--- config.mk ---
export PLATFORM = sky130hd
export DESIGN_NAME = base64_stream_decoder
export DESIGN_NICKNAME = d
export VERILOG_FILES = /design/src/b64dec_pkg.sv /design/src/b64dec_front.sv /design/src/b64dec_queue.sv /design/src/b64dec_back.sv /design/src/base64_stream_decoder.sv
export SDC_FILE = /design/constraint.sdc
export NUM_CORES = 1
export LEC_CHECK = 0
export CAP_MARGIN = 20
export CORE_MARGIN = 2
export CORE_UTILIZATION = 63
export DETAILED_ROUTE_END_ITERATION = 8
export DONT_BUFFER_PORTS = 1
export PLACE_DENSITY = 0.78
export SYNTH_ARGS = -nofsm -noshare
export SYNTH_HDL_FRONTEND = slang
export SYNTH_SLANG_ARGS = --single-unit
--- constraint.sdc ---
create_clock -name clk -period 2.7 [get_ports clk]
set_clock_uncertainty 0.2 [all_clocks]
set_input_delay 0.54 -clock clk [delete_from_list [all_inputs] [get_ports clk]]
set_output_delay 0.54 -clock clk [all_outputs]
set_load 0.01 [all_outputs]
--- src/b64dec_pkg.sv ---
// Shared types, constants and the character classifier for the base64 stream decoder.
// No dependencies.
package b64dec_pkg;

    localparam int SYM_W   = 8;
    localparam int SEXT_W  = 6;
    localparam int ACC_W   = 12;
    localparam int PEND_W  = 3;
    localparam int BYTE_W  = 8;
    localparam int QDEPTH  = 2;
    localparam int QPTR_W  = (QDEPTH > 1) ? $clog2(QDEPTH) : 1;
    localparam int QCNT_W  = $clog2(QDEPTH + 1);

    localparam logic [SEXT_W-1:0] LOWER_BASE = SEXT_W'(26);
    localparam logic [SEXT_W-1:0] DIGIT_BASE = SEXT_W'(52);
    localparam logic [SEXT_W-1:0] PLUS_CODE  = SEXT_W'(62);
    localparam logic [SEXT_W-1:0] SLASH_CODE = SEXT_W'(63);

    typedef enum logic [1:0] {
        CLS_SKIP,
        CLS_SEXTET,
        CLS_PAD
    } sym_class_t;

    typedef struct packed {
        sym_class_t        cls;
        logic [SEXT_W-1:0] sextet;
        logic              last;
    } q_entry_t;

    typedef struct packed {
        logic     valid;
        q_entry_t entry;
    } q_head_t;

    function automatic q_entry_t classify(input logic [SYM_W-1:0] c, input logic last);
        q_entry_t e;
        e.cls    = CLS_SKIP;
        e.sextet = '0;
        e.last   = last;
        if (c >= SYM_W'("A") && c <= SYM_W'("Z"))
        begin
            e.cls    = CLS_SEXTET;
            e.sextet = SEXT_W'(c - SYM_W'("A"));
        end
        else if (c >= SYM_W'("a") && c <= SYM_W'("z"))
        begin
            e.cls    = CLS_SEXTET;
            e.sextet = SEXT_W'(c - SYM_W'("a")) + LOWER_BASE;
        end
        else if (c >= SYM_W'("0") && c <= SYM_W'("9"))
        begin
            e.cls    = CLS_SEXTET;
            e.sextet = SEXT_W'(c - SYM_W'("0")) + DIGIT_BASE;
        end
        else if (c == SYM_W'("+"))
        begin
            e.cls    = CLS_SEXTET;
            e.sextet = PLUS_CODE;
        end
        else if (c == SYM_W'("/"))
        begin
            e.cls    = CLS_SEXTET;
            e.sextet = SLASH_CODE;
        end
        else if (c == SYM_W'("="))
        begin
            e.cls = CLS_PAD;
        end
        return e;
    endfunction

endpackage

--- src/b64dec_front.sv ---
// Front end: accepts characters, classifies them and pushes work into the queue.
// Depends on b64dec_pkg.
module b64dec_front (
    input  logic                          in_valid,
    output logic                          in_stall,
    input  logic [b64dec_pkg::SYM_W-1:0]  symbol,
    input  logic                          text_end,
    input  logic                          q_full,
    output logic                          q_wr,
    output b64dec_pkg::q_entry_t          q_wdata
);

    b64dec_pkg::q_entry_t cls_entry;

    always_comb
    begin
        cls_entry = b64dec_pkg::classify(symbol, text_end);
        in_stall  = q_full;
        q_wdata   = cls_entry;
        // drop skipped characters that do not close the text
        q_wr      = in_valid && !q_full &&
                    !(cls_entry.cls == b64dec_pkg::CLS_SKIP && !text_end);
    end

endmodule

--- src/b64dec_queue.sv ---
// Short FIFO between the classifier and the decode back end.
// Depends on b64dec_pkg.
module b64dec_queue (
    input  logic                 clk,
    input  logic                 rst_n,
    input  logic                 wr,
    input  b64dec_pkg::q_entry_t wdata,
    output logic                 full,
    input  logic                 rd,
    output b64dec_pkg::q_head_t  head
);

    b64dec_pkg::q_entry_t                 mem_reg [b64dec_pkg::QDEPTH];
    logic [b64dec_pkg::QPTR_W-1:0]        wr_ptr_reg, wr_ptr_next;
    logic [b64dec_pkg::QPTR_W-1:0]        rd_ptr_reg, rd_ptr_next;
    logic [b64dec_pkg::QCNT_W-1:0]        cnt_reg, cnt_next;
    logic                                 do_rd;

    always_comb
    begin
        full        = (cnt_reg == b64dec_pkg::QCNT_W'(b64dec_pkg::QDEPTH));
        head.valid  = (cnt_reg != '0);
        head.entry  = mem_reg[rd_ptr_reg];
        do_rd       = rd && head.valid;
        wr_ptr_next = wr_ptr_reg;
        rd_ptr_next = rd_ptr_reg;
        if (wr)
        begin
            wr_ptr_next = (wr_ptr_reg == b64dec_pkg::QPTR_W'(b64dec_pkg::QDEPTH - 1)) ?
                          '0 : wr_ptr_reg + 1'b1;
        end
        if (do_rd)
        begin
            rd_ptr_next = (rd_ptr_reg == b64dec_pkg::QPTR_W'(b64dec_pkg::QDEPTH - 1)) ?
                          '0 : rd_ptr_reg + 1'b1;
        end
        cnt_next = cnt_reg + b64dec_pkg::QCNT_W'(wr) - b64dec_pkg::QCNT_W'(do_rd);
    end

    always_ff @(posedge clk or negedge rst_n)
    begin
        if (!rst_n)
        begin
            wr_ptr_reg <= '0;
            rd_ptr_reg <= '0;
            cnt_reg    <= '0;
        end
        else
        begin
            wr_ptr_reg <= wr_ptr_next;
            rd_ptr_reg <= rd_ptr_next;
            cnt_reg    <= cnt_next;
        end
    end

    always_ff @(posedge clk)
    begin
        if (wr)
        begin
            mem_reg[wr_ptr_reg] <= wdata;
        end
    end

endmodule

--- src/b64dec_back.sv ---
// Back end: bit accumulator, byte extraction and the output register.
// Depends on b64dec_pkg.
module b64dec_back (
    input  logic                           clk,
    input  logic                           rst_n,
    input  b64dec_pkg::q_head_t            head,
    output logic                           rd,
    output logic                           out_valid,
    input  logic                           out_stall,
    output logic [b64dec_pkg::BYTE_W-1:0]  data_byte,
    output logic                           byte_valid,
    output logic                           done_res
);

    logic [b64dec_pkg::ACC_W-1:0]  acc_reg, acc_next;
    logic [b64dec_pkg::PEND_W-1:0] pend_reg, pend_next;
    logic                          stopped_reg, stopped_next;
    logic                          oval_reg, oval_next;
    logic [b64dec_pkg::BYTE_W-1:0] obyte_reg, obyte_next;
    logic                          obv_reg, obv_next;
    logic                          odone_reg, odone_next;

    logic [b64dec_pkg::ACC_W-1:0]  acc_shift;
    logic [b64dec_pkg::PEND_W:0]   pend_sum;
    logic                          have;
    logic [b64dec_pkg::BYTE_W-1:0] byte_val;

    always_comb
    begin
        rd           = !oval_reg || !out_stall;
        acc_next     = acc_reg;
        pend_next    = pend_reg;
        stopped_next = stopped_reg;
        oval_next    = oval_reg && out_stall;
        obyte_next   = obyte_reg;
        obv_next     = obv_reg;
        odone_next   = odone_reg;
        have         = 1'b0;
        byte_val     = '0;
        acc_shift    = b64dec_pkg::ACC_W'({acc_reg, head.entry.sextet});
        pend_sum     = {1'b0, pend_reg} + (b64dec_pkg::PEND_W + 1)'(6);

        if (rd && head.valid)
        begin
            if (!stopped_reg)
            begin
                if (head.entry.cls == b64dec_pkg::CLS_PAD)
                begin
                    stopped_next = 1'b1;
                end
                else if (head.entry.cls == b64dec_pkg::CLS_SEXTET)
                begin
                    acc_next  = acc_shift;
                    pend_next = pend_sum[b64dec_pkg::PEND_W-1:0];
                    if (pend_sum[b64dec_pkg::PEND_W])
                    begin
                        have     = 1'b1;
                        byte_val = b64dec_pkg::BYTE_W'(acc_shift >> pend_sum[b64dec_pkg::PEND_W-1:0]);
                    end
                end
            end
            if (have || head.entry.last)
            begin
                oval_next  = 1'b1;
                obyte_next = byte_val;
                obv_next   = have;
                odone_next = head.entry.last;
            end
            if (head.entry.last)
            begin
                acc_next     = '0;
                pend_next    = '0;
                stopped_next = 1'b0;
            end
        end

        out_valid  = oval_reg;
        data_byte  = obyte_reg;
        byte_valid = obv_reg;
        done_res   = odone_reg;
    end

    always_ff @(posedge clk or negedge rst_n)
    begin
        if (!rst_n)
        begin
            acc_reg     <= '0;
            pend_reg    <= '0;
            stopped_reg <= 1'b0;
            oval_reg    <= 1'b0;
        end
        else
        begin
            acc_reg     <= acc_next;
            pend_reg    <= pend_next;
            stopped_reg <= stopped_next;
            oval_reg    <= oval_next;
        end
    end

    always_ff @(posedge clk)
    begin
        obyte_reg <= obyte_next;
        obv_reg   <= obv_next;
        odone_reg <= odone_next;
    end

endmodule

--- src/base64_stream_decoder.sv ---
// A character's entry is written into the queue, and its result is then loaded into
// the output register, from which the receiver takes it.
// Throughput: one character per cycle while out_stall is low; the back end's
// accumulator update sets that figure and a two-entry queue absorbs output stalls.
// Reset (rst_n low, asynchronous) empties the queue and output register and
// clears the accumulator, pending count and stop flag.
module base64_stream_decoder (
    input  logic                           clk,
    input  logic                           rst_n,
    input  logic                           in_valid,
    output logic                           in_stall,
    input  logic [b64dec_pkg::SYM_W-1:0]   symbol,
    input  logic                           text_end,
    output logic                           out_valid,
    input  logic                           out_stall,
    output logic [b64dec_pkg::BYTE_W-1:0]  data_byte,
    output logic                           byte_valid,
    output logic                           done_res
);

    logic                 q_full;
    logic                 q_wr;
    logic                 q_rd;
    b64dec_pkg::q_entry_t q_wdata;
    b64dec_pkg::q_head_t  q_head;

    b64dec_front u_front (
        .in_valid (in_valid),
        .in_stall (in_stall),
        .symbol   (symbol),
        .text_end (text_end),
        .q_full   (q_full),
        .q_wr     (q_wr),
        .q_wdata  (q_wdata)
    );

    b64dec_queue u_queue (
        .clk   (clk),
        .rst_n (rst_n),
        .wr    (q_wr),
        .wdata (q_wdata),
        .full  (q_full),
        .rd    (q_rd),
        .head  (q_head)
    );

    b64dec_back u_back (
        .clk        (clk),
        .rst_n      (rst_n),
        .head       (q_head),
        .rd         (q_rd),
        .out_valid  (out_valid),
        .out_stall  (out_stall),
        .data_byte  (data_byte),
        .byte_valid (byte_valid),
        .done_res   (done_res)
    );

endmodule
==> run summary, run 1 <==
Wirelength per Cell: 16.19 um
vias in the first global route: 1580
Post-Syn Instances: 216
crit path capture type: register
final hold violations: 0
initial antenna violation count: 0
Synth Net Count: 240
crit-path max cell delay: 0.43 ns
CTS root buffer: clkbuf_8
die area: 4217 um^2
# IOs: 25
cts repair resizes: 0
pin count of the biggest net entering global routing: 17
clock transition at the registers of the reported paths: 0.07 ns
Initial Util: 0.6489
count of buffer and inverter cells on the critical path: 1
Yosys reg bits: 42
TritonCTS clock tree: yes
via count: 1670
clock insertion delay at the later pin of the skew report: 0.28 ns
Slew Limit Fails: 0
combinational cell fraction of total power: 0.403
design area: 2506 um^2
final net count: 245
Final Setup Violations: 0
Tmin final: 2.392 ns
status: finished clean
Mapped Area: 2340 um^2
Fmax: 0.4181 GHz
post-route setup TNS: 0 ns
Initial DRC Count: 178
Yosys cell types: 50
# fillers: 250
top_reg_cell synth: edfxtp_1
CP Max Fanout: 9
kind of critical path: in -> reg
area delta synth->final: 7.112%
number of flip-flops in the largest register: 18
global-route usage over all layers: 0.2222
multi-input logic area: 1035 um^2
Reg2Reg Depth: 5
vias per cell: 6.185
antenna viol nets, final: 0
DRC: 0
Detailed Place HPWL: 3266 um
setup bufs post-CTS: 0
WP depth: 7
GRT Residual Overflow: 0
Leak: 0.9927 nW
Slew HR: 0.5616
Area after DPL: 2406 um^2
first-pass GRT wire length: 7017 um
syn_area_per_cell: 10.83 um^2
max_cap viols: 0
crit path DAT: 2.13 ns
Crit path max-delay family: compound AO/OA/AOI/OAI gates
H-Tree Depth: 2
Routability Congestion: 0.9078
Cell Int Power: 0.001515 W
sequential fraction of the synthesis area: 0.5091
clock power share: 0.163
clock tree buffer depth: 2
CTS buffer count: 5
Tcrit/Tclk final: 0.8859
VDD IR max: 411.2 uV
Ys Warns: 0
ANT cells: 0
RSZ-0062 raised after global routing: no
WP data required: 2.44 ns
Total Routed Length: 4372 um
CTS sink count: 42
Worst path slowest cell: and2_1
Worst-Margin Slew: 0.6555 ns
layout cells sized above 1: 0.1081
EDFF count, synth: 28
Reg area: 1191 um^2
DIE HEIGHT: 64.94 um
pwr dens: 970.8 nW/um^2
Min Hold Slack: 0.1452 ns
final std cells w/o fill: 270
Async S/R FF share, synth: 0.3333
dpl cells: 261
Hold Crit Class: in -> reg
Core Rows: 22
TritonRoute pass-1 iters: 4
# port buffers: 0
core area: 3606 um^2
Die X: 64.94 um
Setup crit start kind: input pin
CP Cell Sequence: inv_1 > ha_1 > a21oi_1 > a41oi_1 > a221o_1 > a31oi_4 > and2_1
sw frac: 0.3774
sequential fraction of design power: 0.434
sw power: 0.0009181 W
hold path depth: 0
metrics by stage:
| stage | setup slack, ns | utilization | total power, W |
|---|---|---|---|
| 6_report | 0.3080 | 0.6950 | 0.002433 |
| 5_1_grt | 0.1943 | 0.6950 | 0.002604 |
| 4_1_cts | 0.3139 | 0.6950 | 0.002435 |
| 3_5_place_dp | 0.006507 | 0.6672 | 0.002026 |
| 3_3_place_gp | 0.1069 | 0.6672 | 0.001965 |
| 2_1_floorplan | 0.09738 | - | 0.001791 |
metal layers:
layer | global-route usage | vias to the layer above | wire length, um
met2 | 0.4008 | 72 | 2261
met5 | 0 | - | 0
li1 | - | 803 | -
met4 | 0.1303 | 0 | 91
met3 | 0.05729 | 10 | 240
met1 | 0.2303 | 785 | 1778
synthesized netlist by cell type, types with 3 or more instances:
| library cell | instances | area, um^2 |
|---|---|---|
| edfxtp_1 | 28 | 840.8 |
| nor2_1 | 17 | 63.81 |
| nand2_1 | 16 | 60.06 |
| inv_1 | 15 | 56.30 |
| dfrtp_1 | 14 | 350.3 |
| a21oi_1 | 12 | 60.06 |
| ha_1 | 11 | 137.6 |
| mux2i_1 | 10 | 100.1 |
| o21ai_0 | 7 | 35.03 |
| o31ai_1 | 7 | 52.55 |
| a211oi_1 | 6 | 45.04 |
| clkbuf_1 | 6 | 22.52 |
| a31oi_1 | 5 | 31.28 |
| nand3_1 | 5 | 25.02 |
| nor2b_1 | 5 | 31.28 |
| and2_1 | 4 | 25.02 |
| nor3_1 | 4 | 20.02 |
| buf_2 | 3 | 15.01 |
| nand2b_1 | 3 | 18.77 |
| xnor2_1 | 3 | 26.28 |
area by class of cell:
class | count | share of cell area
Clock buffer | 8 | 0.03595
Inverter | 16 | 0.02396
Multi-Input combinational cell | 147 | 0.4129
Sequential cell | 42 | 0.4753
Tap cell | 48 | 0.02396
Timing Repair Buffer | 9 | 0.02796
path summary, 6_finish.rpt:
check                                                 from                                end  slack [ns]
min in group asynchronous                            rst_n     u_queue.rd_ptr_reg$_DFFE_PN0P_        0.52
min reg2reg                 u_back.pend_reg[2]$_DFFE_PN0P_     u_back.pend_reg[2]$_DFFE_PN0P_        0.28
max in group asynchronous                            rst_n     u_back.pend_reg[2]$_DFFE_PN0P_        1.36
max                                              symbol[2]    u_queue.mem_reg[1][2]$_DFFE_PP_        0.31
min                                               text_end    u_queue.mem_reg[1][0]$_DFFE_PP_        0.15
max reg2reg                u_queue.mem_reg[0][8]$_DFFE_PP_  u_back.data_byte[0]$_SDFFCE_PP0P_        0.33
timing repair:
item	CTS	global route
endpoints found under the hold margin	14	0
hold buffers	1	0
endpoints found under the setup margin	0	0
placed cells by master (no fill, tap or decap), drive strengths merged, types with 4 or more instances in the layout:
master	instances
inv	16
a21oi	13
nand3	5
a211oi	6
nand2	16
nor2b	5
and2	4
edfxtp	28
a31oi	6
ha	11
nor3	4
o31ai	7
o21ai	9
dfrtp	14
buf	8
nor2	18
clkbuf	8
mux2i	10
power by group through the flow:
stage,Sequential [W],Combinational [W],Clock [W]
finish,0.00106,0.000980,0.000397
global route,0.00108,0.00109,0.000439
floorplan,0.00105,0.000745,0
global placement,0.00106,0.000907,0
CTS,0.00106,0.000971,0.000408
detailed placement,0.00107,0.000957,0
worst reg2reg max path, stage by stage, from the launching register on:
cell	delay [ns]
edfxtp_1	0.40
or3b_1	0.36
a21oi_1	0.28
nand2b_1	0.24
inv_2	0.13
o21a_1	0.40
logic make-up after synthesis:
group                    Yosys count  synth area share
AND/OR/NAND/NOR                   64            0.1444
AO/OA/AOI/OAI                     56            0.1717
adder cells (fa/ha/maj)           11           0.05882
XOR/XNOR                           5           0.01872
buffers and inverters             27           0.04973
flip-flops                        42            0.5091
multiplexers                      11           0.04759
Note: power is estimated with default switching activity, not from simulation.
==> run 2: changes to the inputs <==
--- a/config.mk
+++ b/config.mk
@@ -11,6 +11,7 @@
 export DETAILED_ROUTE_END_ITERATION = 8
 export DONT_BUFFER_PORTS = 1
 export PLACE_DENSITY = 0.78
+export RECOVER_POWER = 50
 export SYNTH_ARGS = -nofsm -noshare
 export SYNTH_HDL_FRONTEND = slang
 export SYNTH_SLANG_ARGS = --single-unit
==> run 2 against run 1 <==
Clock power is essentially flat. Sequential share of layout area grew 0.33 points. Count of clock-buffer cells in the layout is the same. Critical path type unchanged. Critical endpoint is now u_queue.mem_reg[1][4]$_DFFE_PP_. Largest cell class unchanged.
==> run summary, run 2 (synthesis gave the netlist of run 1 again) <==
crit path DAT: 2.20 ns
Detailed Place HPWL: 3266 um
GRT Residual Overflow: 0
max_cap viols: 0
TritonRoute pass-1 iters: 4
sw frac: 0.3803
combinational cell fraction of total power: 0.398
kind of critical path: in -> reg
setup bufs post-CTS: 0
vias in the first global route: 1580
Slew Limit Fails: 0
via count: 1667
DRC: 0
Fmax: 0.4073 GHz
FF-to-FF End: u_back.data_byte[0]$_SDFFCE_PP0P_
Worst setup startpoint: symbol[7]
sw power: 0.0009195 W
Final Setup Violations: 0
initial antenna violation count: 0
clock tree buffer depth: 2
CTS sink count: 42
dpl cells: 261
clock insertion delay at the later pin of the skew report: 0.29 ns
Core Rows: 22
crit path capture type: register
Worst-Margin Slew: 0.6580 ns
vias per cell: 6.174
sequential fraction of design power: 0.437
layout cells sized above 1: 0.07658
most frequent cells in the layout: edfxtp_1 (28), nor2_1 (18), inv_1 (16), nand2_1 (16), dfrtp_1 (14)
commonest non-fill, non-tap cell in the layout: edfxtp_1
Leak: 0.9873 nW
VDD IR max: 405.2 uV
core area: 3606 um^2
hold path depth: 0
CTS root buffer: clkbuf_8
status: finished clean
Slew HR: 0.5599
Routability Congestion: 0.9078
DIE HEIGHT: 64.94 um
final std cells w/o fill: 270
final net count: 245
Hold Crit Class: in -> reg
Tmin final: 2.455 ns
global-route usage over all layers: 0.2222
Wirelength per Cell: 16.20 um
ANT cells: 0
antenna viol nets, final: 0
CP Max Fanout: 9
Tcrit/Tclk final: 0.9094
Cell Int Power: 0.001498 W
clock power share: 0.166
number of flip-flops in the largest register: 18
final hold violations: 0
post-route setup TNS: 0 ns
cts-stage hold buffer count: 1
worst reg-to-reg setup slack: 0.31 ns
Initial DRC Count: 219
Initial Util: 0.6489
H-Tree Depth: 2
RSZ-0062 raised after global routing: no
cts repair resizes: 0
# IOs: 25
RR Startpoint: u_queue.mem_reg[0][8]$_DFFE_PP_
clock transition at the registers of the reported paths: 0.07 ns
pwr dens: 971.4 nW/um^2
first-pass GRT wire length: 7017 um
# port buffers: 0
Setup crit start kind: input pin
TritonCTS clock tree: yes
pin count of the biggest net entering global routing: 17
WP data required: 2.44 ns
area delta synth->final: 6.364%
die area: 4217 um^2
Worst setup endpoint: u_queue.mem_reg[1][4]$_DFFE_PP_
Die X: 64.94 um
CTS buffer count: 5
Reg2Reg Depth: 5
Total Routed Length: 4375 um
# fillers: 253
run 2: cell types whose count changed in the layout (fill, tap and decap cells not counted):
cell      before  now
buf_4          8    6
clkbuf_1       2    4
a22oi_1        0    1
a22oi_2        1    0
inv_1         15   16
inv_2          1    0
mux2_1         0    1
mux2_2         1    0
nor2_1        17   18
nor2_2         1    0
or3b_1         1    2
or3b_4         1    0
run 2: critical path, cell delays in order:
cell     delay [ns]
or3b_1         0.45
nor2_1         0.32
a31oi_1        0.19
a31oi_4        0.25
and2_1         0.43
run 2: power groups by stage:
stage | Clock (W) | Sequential (W) | Combinational [W]
floorplan | 0 | 0.00105 | 0.000745
global placement | 0 | 0.00106 | 0.000907
detailed placement | 0 | 0.00107 | 0.000957
CTS | 0.000408 | 0.00106 | 0.000971
global route | 0.000439 | 0.00108 | 0.00107
finish | 0.000400 | 0.00106 | 0.000962
run 2: metal layers:
metal  vias up  GRT usage  wire length, um
met5         -          0                0
met4         0     0.1303              115
met3        15    0.05729              276
met2        82     0.4008             2240
met1       770     0.2303             1743
li1        800          -                -
run 2: worst min path at each step:
stage | start | to | slack [ns]
after floorplan | rst_n | u_back.acc_reg[0]$_DFFE_PN0P_ | 0.04
after global placement | rst_n | u_back.out_valid$_DFF_PN0_ | 0.04
after detailed placement | rst_n | u_queue.cnt_reg[0]$_DFF_PN0_ | 0.04
after CTS | text_end | u_queue.mem_reg[1][0]$_DFFE_PP_ | 0.14
after global routing | text_end | u_queue.mem_reg[1][0]$_DFFE_PP_ | 0.12
final | text_end | u_queue.mem_reg[1][0]$_DFFE_PP_ | 0.14
run 2: metrics by stage:
stage          hold slack, ns    util  power (W)  setup slack (ns)  area [um^2]
3_5_place_dp          0.04484  0.6672   0.002026          0.006507         2406
3_3_place_gp          0.04470  0.6672   0.001965            0.1069         2406
2_1_floorplan         0.04441       -   0.001791           0.09738         2342
6_report               0.1403  0.6901   0.002418            0.2447         2489
5_1_grt                0.1233  0.6901   0.002582            0.1604         2489
4_1_cts                0.1358  0.6950   0.002435            0.3139         2506
run 2: cell type report:
| cell class | count | area [um^2] | share of cell area |
|---|---|---|---|
| flip-flops and latches | 42 | 1191 | 0.4786 |
| repair buffers | 9 | 62.56 | 0.02514 |
| multi-input cells | 147 | 1025 | 0.4118 |
| clock buffers | 8 | 90.09 | 0.03620 |
| inverters | 16 | 60.06 | 0.02413 |
| well taps | 48 | 60.06 | 0.02413 |
